===== config.mk =====
export PLATFORM = sky130hd
export DESIGN_NAME = ternary_sign_magnitude_alu
export DESIGN_NICKNAME = d
export VERILOG_FILES = /design/src/rtl/core/tsma_pkg.sv /design/src/rtl/core/ternary_sign_magnitude_alu.sv /design/src/rtl/core/tsma_serial_unit.sv
export VERILOG_INCLUDE_DIRS = /design/src /design/src/rtl/core
export SDC_FILE = /design/constraint.sdc
export NUM_CORES = 1
export LEC_CHECK = 0
export ABC_AREA = 1
export BUFFER_PORTS_ARGS = -buffer_cell sky130_fd_sc_hd__clkbuf_2
export CAP_MARGIN = 20
export CORE_MARGIN = 1
export CORE_UTILIZATION = 46
export DETAILED_ROUTE_END_ITERATION = 10
export SLEW_MARGIN = 20
export SYNTH_ARGS = -nofsm -noshare
export SYNTH_HDL_FRONTEND = slang
export SYNTH_HIERARCHICAL = 1
export SYNTH_SLANG_ARGS = --single-unit

===== constraint.sdc =====
create_clock -name clock -period 11 [get_ports clock]
set_clock_uncertainty 0.05 [all_clocks]
set_input_delay 2.2 -clock clock [delete_from_list [all_inputs] [get_ports clock]]
set_output_delay 2.2 -clock clock [all_outputs]
set_load 0.005 [all_outputs]

===== src/rtl/core/ternary_sign_magnitude_alu_macros.svh =====
// Assertion macros for the ternary sign-magnitude ALU.
// Included by the RTL files that carry concurrent checks; no other dependencies.
`ifndef TERNARY_SIGN_MAGNITUDE_ALU_MACROS_SVH
`define TERNARY_SIGN_MAGNITUDE_ALU_MACROS_SVH

// same-cycle implication, disabled during reset
`define TSMA_ASSERT_IMP(name, clk, rst, ante, cons, msg) \
   name: assert property (@(posedge clk) disable iff (rst) (ante) |-> (cons)) \
      else $error(msg);

// next-cycle implication, disabled during reset
`define TSMA_ASSERT_NXT(name, clk, rst, ante, cons, msg) \
   name: assert property (@(posedge clk) disable iff (rst) (ante) |=> (cons)) \
      else $error(msg);

`endif


===== src/rtl/core/tsma_pkg.sv =====
// Shared types and constants of the ternary sign-magnitude ALU.
// No dependencies; used by tsma_serial_unit and ternary_sign_magnitude_alu.
package tsma_pkg;

   localparam int WordTritsDef = 27;
   localparam int FieldTrits   = 26;
   localparam int FieldBits    = 2 * FieldTrits;

   localparam logic [2:0] ModeAdd = 3'd0;
   localparam logic [2:0] ModeSub = 3'd1;
   localparam logic [2:0] ModeMul = 3'd2;
   localparam logic [2:0] ModeDiv = 3'd3;
   localparam logic [2:0] ModeCmp = 3'd4;

   typedef struct packed {
      logic [2:0]           mode;
      logic                 a_negative;
      logic [FieldBits-1:0] a_digits;
      logic                 b_negative;
      logic [FieldBits-1:0] b_digits;
   } req_type;

   typedef struct packed {
      logic                 r_negative;
      logic [FieldBits-1:0] r_digits;
      logic                 is_less;
      logic                 is_equal;
      logic                 is_greater;
      logic                 div_zero;
   } rsp_type;

   typedef struct packed {
      logic start;
      logic sub;
   } eng_cmd_type;

   typedef struct packed {
      logic done;
      logic cout;
   } eng_sts_type;

endpackage


===== src/rtl/core/ternary_sign_magnitude_alu.sv =====
// Ternary sign-magnitude ALU top level: sequencer around a trit-serial adder.
// Depends on tsma_pkg, tsma_serial_unit and ternary_sign_magnitude_alu_macros.svh.
//
//   channel  | ports                           | moves
//   ---------+---------------------------------+---------------------------------
//   request  | req_valid req_stall req_data    | mode, signs, packed operand trits
//   response | rsp_valid rsp_stall rsp_data    | sign, packed result trits, flags
//
// Each serial pass issues a start, steps through the L trits and raises done, with L = WORD_TRITS.
// Both operands are first normalised by one pass each; add/subtract then takes one pass, or
// a second one when magnitudes are subtracted and |a| < |b|; compare takes one pass; multiply
// adds passes per multiplier trit and divide runs trial subtractions per quotient trit.
// One request is in work at a time; the next is taken while a response waits.
// Synchronous active-high reset clears the sequencer and the response valid.
// A stalled response holds in its output register; the sequencer waits in its final state.
`include "ternary_sign_magnitude_alu_macros.svh"

module ternary_sign_magnitude_alu #(
   parameter int WORD_TRITS = tsma_pkg::WordTritsDef
) (
   input  logic              clock,
   input  logic              reset,
   input  logic              req_valid,
   output logic              req_stall,
   input  tsma_pkg::req_type req_data,
   output logic              rsp_valid,
   input  logic              rsp_stall,
   output tsma_pkg::rsp_type rsp_data
);

   localparam int MAG  = WORD_TRITS - 1;
   localparam int LEN  = WORD_TRITS;
   localparam int W    = 2 * LEN;
   localparam int TcW  = $clog2(MAG + 1);
   localparam int IoT  = (MAG < tsma_pkg::FieldTrits) ? MAG : tsma_pkg::FieldTrits;

   typedef enum logic [14:0] {
      StIdle     = 15'b000000000000001,
      StNormA    = 15'b000000000000010,
      StNormB    = 15'b000000000000100,
      StDispatch = 15'b000000000001000,
      StPass     = 15'b000000000010000,
      StAddFin   = 15'b000000000100000,
      StSubFin1  = 15'b000000001000000,
      StSubFin2  = 15'b000000010000000,
      StCmpFin   = 15'b000000100000000,
      StMulShift = 15'b000001000000000,
      StMulAdd   = 15'b000010000000000,
      StMulAcc   = 15'b000100000000000,
      StDivShift = 15'b001000000000000,
      StDivTry   = 15'b010000000000000,
      StDone     = 15'b100000000000000
   } state_type;

   function automatic logic [W-1:0] load_raw(input logic [tsma_pkg::FieldBits-1:0] d);
      logic [W-1:0] v;
      v = '0;
      for (int i = 0; i < IoT; i++) begin
         v[2*i +: 2] = d[2*i +: 2];
      end
      return v;
   endfunction

   function automatic logic [tsma_pkg::FieldBits-1:0] to_field(input logic [W-1:0] v);
      logic [tsma_pkg::FieldBits-1:0] f;
      f = '0;
      for (int i = 0; i < IoT; i++) begin
         f[2*i +: 2] = v[2*i +: 2];
      end
      return f;
   endfunction

   // drop the guard trit: reduce modulo 3^MAG
   function automatic logic [W-1:0] mask_top(input logic [W-1:0] v);
      logic [W-1:0] r;
      r = v;
      r[W-1:W-2] = 2'b00;
      return r;
   endfunction

   function automatic logic [W-1:0] shl(input logic [W-1:0] v);
      return mask_top({v[W-3:0], 2'b00});
   endfunction

   state_type         state_ff, state_in, ret_ff, ret_in;
   logic [2:0]        mode_ff, mode_in;
   logic              as_ff, as_in, bs_ff, bs_in;
   logic              sa_ff, sa_in, sb_ff, sb_in, rs_ff, rs_in;
   logic [W-1:0]      ra_ff, ra_in, rb_ff, rb_in, wk_ff, wk_in, r_ff, r_in;
   logic [1:0]        qd_ff, qd_in;
   logic [TcW-1:0]    tcnt_ff, tcnt_in;
   logic              lt_ff, lt_in, eq_ff, eq_in, gt_ff, gt_in, dz_ff, dz_in;
   logic              rsp_valid_ff, rsp_valid_in;
   tsma_pkg::rsp_type rsp_ff, rsp_in;

   tsma_pkg::eng_cmd_type eng_cmd;
   tsma_pkg::eng_sts_type eng_sts;
   logic [W-1:0]          eng_acc, eng_opd, eng_res;

   logic a_nz, b_nz, as_eff, bs_eff, bs_op, a_gt, eq_mag;

   tsma_serial_unit #(.LEN_TRITS(LEN)) u_serial (
      .clock    (clock),
      .reset    (reset),
      .cmd      (eng_cmd),
      .acc_load (eng_acc),
      .opd_load (eng_opd),
      .result   (eng_res),
      .sts      (eng_sts)
   );

   assign req_stall = (state_ff != StIdle);
   assign rsp_valid = rsp_valid_ff;
   assign rsp_data  = rsp_ff;

   assign a_nz   = (ra_ff != '0);
   assign b_nz   = (rb_ff != '0);
   assign as_eff = as_ff & a_nz;
   assign bs_eff = bs_ff & b_nz;
   assign bs_op  = (mode_ff == tsma_pkg::ModeSub) ? (b_nz & ~bs_ff) : bs_eff;
   assign eq_mag = !eng_sts.cout && (eng_res == '0);
   assign a_gt   = !eng_sts.cout && !eq_mag;

   always_comb begin
      state_in     = state_ff;
      ret_in       = ret_ff;
      mode_in      = mode_ff;
      as_in        = as_ff;
      bs_in        = bs_ff;
      sa_in        = sa_ff;
      sb_in        = sb_ff;
      rs_in        = rs_ff;
      ra_in        = ra_ff;
      rb_in        = rb_ff;
      wk_in        = wk_ff;
      r_in         = r_ff;
      qd_in        = qd_ff;
      tcnt_in      = tcnt_ff;
      lt_in        = lt_ff;
      eq_in        = eq_ff;
      gt_in        = gt_ff;
      dz_in        = dz_ff;
      rsp_in       = rsp_ff;
      rsp_valid_in = rsp_valid_ff && rsp_stall;
      eng_cmd      = '0;
      eng_acc      = '0;
      eng_opd      = '0;

      case (state_ff)
         StIdle: begin
            if (req_valid) begin
               mode_in = req_data.mode;
               as_in   = req_data.a_negative;
               bs_in   = req_data.b_negative;
               ra_in   = load_raw(req_data.a_digits);
               rb_in   = load_raw(req_data.b_digits);
               r_in    = '0;
               rs_in   = 1'b0;
               lt_in   = 1'b0;
               eq_in   = 1'b0;
               gt_in   = 1'b0;
               dz_in   = 1'b0;
               // normalise digit code three by adding zero
               eng_cmd.start = 1'b1;
               eng_acc       = load_raw(req_data.a_digits);
               state_in      = StPass;
               ret_in        = StNormA;
            end
         end
         StNormA: begin
            ra_in         = mask_top(eng_res);
            eng_cmd.start = 1'b1;
            eng_acc       = rb_ff;
            state_in      = StPass;
            ret_in        = StNormB;
         end
         StNormB: begin
            rb_in    = mask_top(eng_res);
            state_in = StDispatch;
         end
         StDispatch: begin
            sa_in   = as_eff;
            sb_in   = bs_op;
            tcnt_in = '0;
            wk_in   = '0;
            case (mode_ff)
               tsma_pkg::ModeAdd, tsma_pkg::ModeSub: begin
                  eng_cmd.start = 1'b1;
                  eng_cmd.sub   = (as_eff != bs_op);
                  eng_acc       = ra_ff;
                  eng_opd       = rb_ff;
                  state_in      = StPass;
                  ret_in        = (as_eff == bs_op) ? StAddFin : StSubFin1;
               end
               tsma_pkg::ModeCmp: begin
                  eng_cmd.start = 1'b1;
                  eng_cmd.sub   = 1'b1;
                  eng_acc       = ra_ff;
                  eng_opd       = rb_ff;
                  state_in      = StPass;
                  ret_in        = StCmpFin;
               end
               tsma_pkg::ModeMul: begin
                  state_in = StMulShift;
               end
               tsma_pkg::ModeDiv: begin
                  if (!b_nz) begin
                     dz_in    = 1'b1;
                     state_in = StDone;
                  end else begin
                     state_in = StDivShift;
                  end
               end
               default: begin
                  state_in = StDone;
               end
            endcase
         end
         StPass: begin
            if (eng_sts.done) begin
               state_in = ret_ff;
            end
         end
         StAddFin: begin
            r_in     = mask_top(eng_res);
            rs_in    = sa_ff;
            state_in = StDone;
         end
         StSubFin1: begin
            if (!eng_sts.cout) begin
               r_in     = eng_res;
               rs_in    = sa_ff;
               state_in = StDone;
            end else begin
               // a below b: take b - a instead
               eng_cmd.start = 1'b1;
               eng_cmd.sub   = 1'b1;
               eng_acc       = rb_ff;
               eng_opd       = ra_ff;
               state_in      = StPass;
               ret_in        = StSubFin2;
            end
         end
         StSubFin2: begin
            r_in     = eng_res;
            rs_in    = sb_ff;
            state_in = StDone;
         end
         StCmpFin: begin
            if (sa_ff == sb_ff && eq_mag) begin
               eq_in = 1'b1;
            end else if (sa_ff != sb_ff) begin
               lt_in = sa_ff;
               gt_in = ~sa_ff;
            end else if (!sa_ff) begin
               lt_in = eng_sts.cout;
               gt_in = ~eng_sts.cout;
            end else begin
               lt_in = a_gt;
               gt_in = ~a_gt;
            end
            state_in = StDone;
         end
         StMulShift: begin
            wk_in    = shl(wk_ff);
            qd_in    = rb_ff[W-3:W-4];
            rb_in    = shl(rb_ff);
            tcnt_in  = tcnt_ff + 1'b1;
            state_in = StMulAdd;
         end
         StMulAdd: begin
            if (qd_ff == 2'd0) begin
               if (tcnt_ff == TcW'(MAG)) begin
                  r_in     = wk_ff;
                  rs_in    = sa_ff ^ sb_ff;
                  state_in = StDone;
               end else begin
                  state_in = StMulShift;
               end
            end else begin
               eng_cmd.start = 1'b1;
               eng_acc       = wk_ff;
               eng_opd       = ra_ff;
               state_in      = StPass;
               ret_in        = StMulAcc;
            end
         end
         StMulAcc: begin
            wk_in    = mask_top(eng_res);
            qd_in    = qd_ff - 2'd1;
            state_in = StMulAdd;
         end
         StDivShift: begin
            // bring down the next dividend trit into the partial remainder
            wk_in    = {wk_ff[W-3:0], ra_ff[W-3:W-4]};
            ra_in    = shl(ra_ff);
            qd_in    = 2'd0;
            tcnt_in  = tcnt_ff + 1'b1;
            state_in = StDivTry;
         end
         StDivTry: begin
            eng_cmd.start = 1'b1;
            eng_cmd.sub   = 1'b1;
            eng_acc       = wk_ff;
            eng_opd       = rb_ff;
            state_in      = StPass;
            ret_in        = StDone;
            // the check after the trial runs in StDone's divide branch
         end
         StDone: begin
            if (mode_ff == tsma_pkg::ModeDiv && ret_ff == StDone && b_nz) begin
               // trial subtraction of the divisor has just finished
               ret_in = StIdle;
               if (!eng_sts.cout) begin
                  wk_in    = eng_res;
                  qd_in    = qd_ff + 2'd1;
                  state_in = StDivTry;
               end else begin
                  r_in = {r_ff[W-3:0], qd_ff};
                  if (tcnt_ff == TcW'(MAG)) begin
                     rs_in  = sa_ff ^ sb_ff;
                     ret_in = StIdle;
                  end else begin
                     state_in = StDivShift;
                  end
               end
            end else if (!rsp_valid_ff || !rsp_stall) begin
               rsp_in.r_negative = rs_ff & (r_ff != '0);
               rsp_in.r_digits   = to_field(r_ff);
               rsp_in.is_less    = lt_ff;
               rsp_in.is_equal   = eq_ff;
               rsp_in.is_greater = gt_ff;
               rsp_in.div_zero   = dz_ff;
               rsp_valid_in      = 1'b1;
               state_in          = StIdle;
            end
         end
         default: begin
            state_in = StIdle;
         end
      endcase
   end

   always_ff @(posedge clock) begin
      if (reset) begin
         state_ff     <= StIdle;
         ret_ff       <= StIdle;
         rsp_valid_ff <= 1'b0;
         tcnt_ff      <= '0;
         qd_ff        <= 2'd0;
         mode_ff      <= tsma_pkg::ModeAdd;
      end else begin
         state_ff     <= state_in;
         ret_ff       <= ret_in;
         rsp_valid_ff <= rsp_valid_in;
         tcnt_ff      <= tcnt_in;
         qd_ff        <= qd_in;
         mode_ff      <= mode_in;
      end
   end

   always_ff @(posedge clock) begin
      as_ff  <= as_in;
      bs_ff  <= bs_in;
      sa_ff  <= sa_in;
      sb_ff  <= sb_in;
      rs_ff  <= rs_in;
      ra_ff  <= ra_in;
      rb_ff  <= rb_in;
      wk_ff  <= wk_in;
      r_ff   <= r_in;
      lt_ff  <= lt_in;
      eq_ff  <= eq_in;
      gt_ff  <= gt_in;
      dz_ff  <= dz_in;
      rsp_ff <= rsp_in;
   end

   `TSMA_ASSERT_IMP(a_done_in_pass, clock, reset, eng_sts.done, state_ff == StPass,
      "serial unit finished outside a pass")
   `TSMA_ASSERT_IMP(a_rsp_from_done, clock, reset, rsp_valid_ff && !$past(rsp_valid_ff),
      $past(state_ff == StDone), "response loaded outside the final state")
   `TSMA_ASSERT_IMP(a_dz_zero, clock, reset, rsp_valid_ff && rsp_ff.div_zero,
      rsp_ff.r_digits == '0 && !rsp_ff.r_negative, "divide by zero with non-zero result")
   `TSMA_ASSERT_IMP(a_qdigit, clock, reset, state_ff == StDivTry, qd_ff != 2'd3,
      "quotient trit out of range")

endmodule


===== src/rtl/core/tsma_serial_unit.sv =====
// Trit-serial add/subtract unit: result = acc + opd or acc - opd, one trit a cycle.
// Depends on tsma_pkg for the command and status structs.
module tsma_serial_unit #(
   parameter int LEN_TRITS = tsma_pkg::WordTritsDef
) (
   input  logic                       clock,
   input  logic                       reset,
   input  tsma_pkg::eng_cmd_type      cmd,
   input  logic [2*LEN_TRITS-1:0]     acc_load,
   input  logic [2*LEN_TRITS-1:0]     opd_load,
   output logic [2*LEN_TRITS-1:0]     result,
   output tsma_pkg::eng_sts_type      sts
);

   localparam int W    = 2 * LEN_TRITS;
   localparam int CntW = $clog2(LEN_TRITS);

   logic [W-1:0]    acc_ff, opd_ff, tmp_ff;
   logic [CntW-1:0] cnt_ff;
   logic            busy_ff, done_ff, sub_ff;
   logic [1:0]      carry_ff;

   logic [1:0] x, y, digit, carry_nx;
   logic [3:0] s;

   assign x = acc_ff[1:0];
   assign y = opd_ff[1:0];

   always_comb begin
      if (sub_ff) begin
         // bias by three so the difference stays non-negative
         s = 4'(x) + 4'd3 - 4'(y) - 4'(carry_ff);
         if (s >= 4'd3) begin
            digit    = 2'(s - 4'd3);
            carry_nx = 2'd0;
         end else begin
            digit    = 2'(s);
            carry_nx = 2'd1;
         end
      end else begin
         s = 4'(x) + 4'(y) + 4'(carry_ff);
         if (s < 4'd3) begin
            digit    = 2'(s);
            carry_nx = 2'd0;
         end else if (s < 4'd6) begin
            digit    = 2'(s - 4'd3);
            carry_nx = 2'd1;
         end else begin
            digit    = 2'(s - 4'd6);
            carry_nx = 2'd2;
         end
      end
   end

   always_ff @(posedge clock) begin
      if (reset) begin
         busy_ff  <= 1'b0;
         done_ff  <= 1'b0;
         cnt_ff   <= '0;
         carry_ff <= 2'd0;
         sub_ff   <= 1'b0;
      end else begin
         done_ff <= 1'b0;
         if (cmd.start) begin
            acc_ff   <= acc_load;
            opd_ff   <= opd_load;
            busy_ff  <= 1'b1;
            cnt_ff   <= '0;
            carry_ff <= 2'd0;
            sub_ff   <= cmd.sub;
         end else if (busy_ff) begin
            // rotate operands, shift result in from the top
            acc_ff   <= {x, acc_ff[W-1:2]};
            opd_ff   <= {y, opd_ff[W-1:2]};
            tmp_ff   <= {digit, tmp_ff[W-1:2]};
            carry_ff <= carry_nx;
            cnt_ff   <= cnt_ff + 1'b1;
            if (cnt_ff == CntW'(LEN_TRITS - 1)) begin
               busy_ff <= 1'b0;
               done_ff <= 1'b1;
            end
         end
      end
   end

   assign result   = tmp_ff;
   assign sts.done = done_ff;
   assign sts.cout = (carry_ff != 2'd0);

endmodule


==> impl_metrics.yaml <==
timing:
  hold_violations: 0
  min_period_ns: 4.981
  period_share_pct: 45.28
  max_slew_margin_pct: 22.82
  setup_violations: 0
  drv_slew: 0
  max_clock_freq_mhz: 200.8
  rsz0062_at_grt: "no"
  fin_tns_setup_ns: 0
  worst_pin_slew_ns: 1.156
finish:
  area_delta_synth_final_pct: 12.54
  layout_common_cells: "nand2_1, edfxtp_1, inv_1"
  final_common_cell: "nand2_1"
  diodes: 0
  layout.nets: 2557
  drive_gt1_share_pct: 12.38
critical_path:
  cp.arrival_ns: 5.15
  required_ns: 11.17
  rrSetupSlack_ns: 6.02
  slowest_delay_ns: 0.83
  cp-start-kind: "flip-flop"
  timing.critical_path.max_delay_family: "buffers and inverters"
  critPathKind: "reg -> reg"
  cp_max_fo: 66
  crit_path_end_kind: "flip-flop"
  path_buf_inv: 5
  critPathMostFrequentCell: "nand2_1"
  cp.depth: 14
  r2r_cells: 14
  crit_chain: "nor2_1, nand2_1, nor2_2, nand3b_1, inv_1, nand2_1, nand2_1, inv_2, nand3_4, buf_4, nor2_4, inv_1, nor2_4, buf_4"
  critPathSlowestCell: "inv_2"
run_status:
  status: "complete, no violations"
detailed_routing:
  wl_mm: 73.75
  vias_per_cell: 5.982
  wl_met3_mm: 5.952
  route.detailed.drc: 0
  wl_met1_mm: 30.83
  firstDrtPassIters: 6
  top_layer_used: "met4"
  drtIter0Drc: 2016
  ant_nets: 0
  vias: 18705
  wl_met2_mm: 34.53
  wl_per_cell_um: 23.58
floorplanning:
  dieArea_mm2: 0.05120
  boundaryPins: 172
  row_count: 81
  core_mm2: 0.04925
  die_h_um: 226.3
  start_util_pct: 46.97
  die_x_um: 226.3
power:
  total_power_w: 0.005089
  leakagePower_nw: 10.62
  ir_worst_vdd_v: 0.0001270
  p_per_area_mw_per_mm2: 195.4
worst_hold_path:
  min_path_cells: 0
  hold_path_class: "reg -> reg"
placed_design:
  place.gp.congestion: 0.9212
  portBuffers: 171
  dp_hpwl_mm: 49.26
clock_network:
  cts_root_buf: "clkbuf_16"
  clock_latency_ns: 0.61
  cts_tree: "built"
  clock_sinks: 485
  cts_buffers: 52
  path_clk_slew_ns: 0.06
  cts.path.max_buffers: 3
  cts_max_level: 2
  cts_hold_buffers: 0
  post_cts_resized: 0
  cts_setup_buffers: 0
grt:
  antenna_found_initial: 0
  grt_pass1_wl_mm: 111.0
  grt_overflow: 0
  grt_start_max_net_pins: 107
  grt_pass1_vias: 18163
  track_usage_pct: 28.87
synthesis:
  yosys.area.top_type: "edfxtp_1"
  ys_types: 48
  yosys_warnings: 6
  synth-async-reset-ratio_pct: 0
  ys_ff_latch: 485
  avgSynthCellArea_um2: 10.06
  synth_ff_type: "edfxtp_1"
  syn_area_mm2: 0.02314
  synthTopCellsByArea: "edfxtp_1, nand2_1, o221ai_1"
  syn_inst: 2301
  synth-edff-count: 440
  seq_area_frac_synth_pct: 61.00
  synth_top_area_share_pct: 57.11
flow_run:
  cap_violations: 0
## state kept, by name, summed over array words and instances (netlist names), 2 cells and up
name,count
u_serial/cnt_ff,5
ra_ff,52
ret_ff,9
tcnt_ff,5
mode_ff,3
u_serial/acc_ff,54
wk_ff,54
u_serial/result,54
u_serial/carry_ff,2
rb_ff,52
rsp_data,57
qd_ff,2
state_ff,15
u_serial/opd_ff,54
r_ff,54
## where the power goes
group          switching [W]  internal, W  total (W)  leakage [nW]
clock               0.000727     0.000921    0.00165         0.748
combinational       0.000656     0.000223   0.000879          5.27
sequential          0.000156      0.00241    0.00256          4.61
total                0.00154      0.00355    0.00509          10.6
## cell usage after synthesis, types with 6 or more instances
| master | number |
|---|---|
| buf_1 | 6 |
| inv_1 | 298 |
| o21ai_0 | 63 |
| nor3_1 | 12 |
| edfxtp_1 | 440 |
| buf_6 | 10 |
| nor4_1 | 15 |
| nand2_1 | 601 |
| a21oi_1 | 46 |
| a22oi_1 | 11 |
| clkbuf_1 | 61 |
| o22ai_1 | 125 |
| o221ai_1 | 161 |
| o21ai_1 | 9 |
| inv_2 | 16 |
| ha_1 | 13 |
| dfxtp_1 | 45 |
| buf_2 | 36 |
| nand3_1 | 46 |
| buf_4 | 8 |
| nor2_1 | 156 |
| nand4_1 | 46 |
| nand2_2 | 6 |
| a221oi_1 | 24 |
## worst register-to-register path: stages, from the launching register on
cell and delay [ns]:
dfxtp_1 0.35, nor2_1 0.07, nand2_1 0.17, nor2_2 0.17
nand3b_1 0.15, inv_1 0.13, nand2_1 0.12, nand2_1 0.10
inv_2 0.83, nand3_4 0.76, buf_4 0.61, nor2_4 0.29
inv_1 0.14, nor2_4 0.10, buf_4 0.54
## per-stage QoR
stage / utilization [%] / std cells / worst slack [ns] / hold slack, ns / cell area, um2
after floorplan: - / 2302 / 2.393 / 0.3503 / 23140
after global placement: 49.63 / 3035 / 5.772 / 0.3777 / 24450
after detailed placement: 49.69 / 3036 / 5.646 / 0.3826 / 24480
after CTS: 52.82 / 3126 / 6.128 / 0.3910 / 26020
after global routing: 52.87 / 3127 / 5.748 / 0.3971 / 26040
final: 52.87 / 3127 / 6.019 / 0.3785 / 26040
## per-layer routing
layer  GRT usage, %  up-vias
li1               -     8423
met3          4.367      137
met1          39.85     9172
met4          10.09        0
met5              0        -
met2          46.41      973
## cell type report
class,count,area (um2)
Fill cell,4539,23220
Multi-Input combinational cell,1380,7312
Clock buffer,72,1429
Tap cell,664,830.8
Timing Repair Buffer,192,1046
Inverter,316,1196
Clock inverter,18,111.4
Sequential cell,485,14110
## path summary, 6_finish.rpt
| kind | start | endpoint |
|---|---|---|
| max | state_ff[1] | u_serial/result[49] |
| min | dz_ff | rsp_data[0] |
| max reg2reg | state_ff[1] | u_serial/result[49] |
| min reg2reg | dz_ff | rsp_data[0] |
## cells by family after synthesis
| logic type | share of synthesized area [%] |
|---|---|
| DFF | 61.00 |
| xor gates and xnor gates | 0.1893 |
| other | 0.01621 |
| and+or+nand+nor | 16.34 |
| buffers and inverters | 7.760 |
| adders and majority gates | 1.049 |
| AOI/OAI and AO/OA | 13.65 |
(Power assumes the default switching activity.)
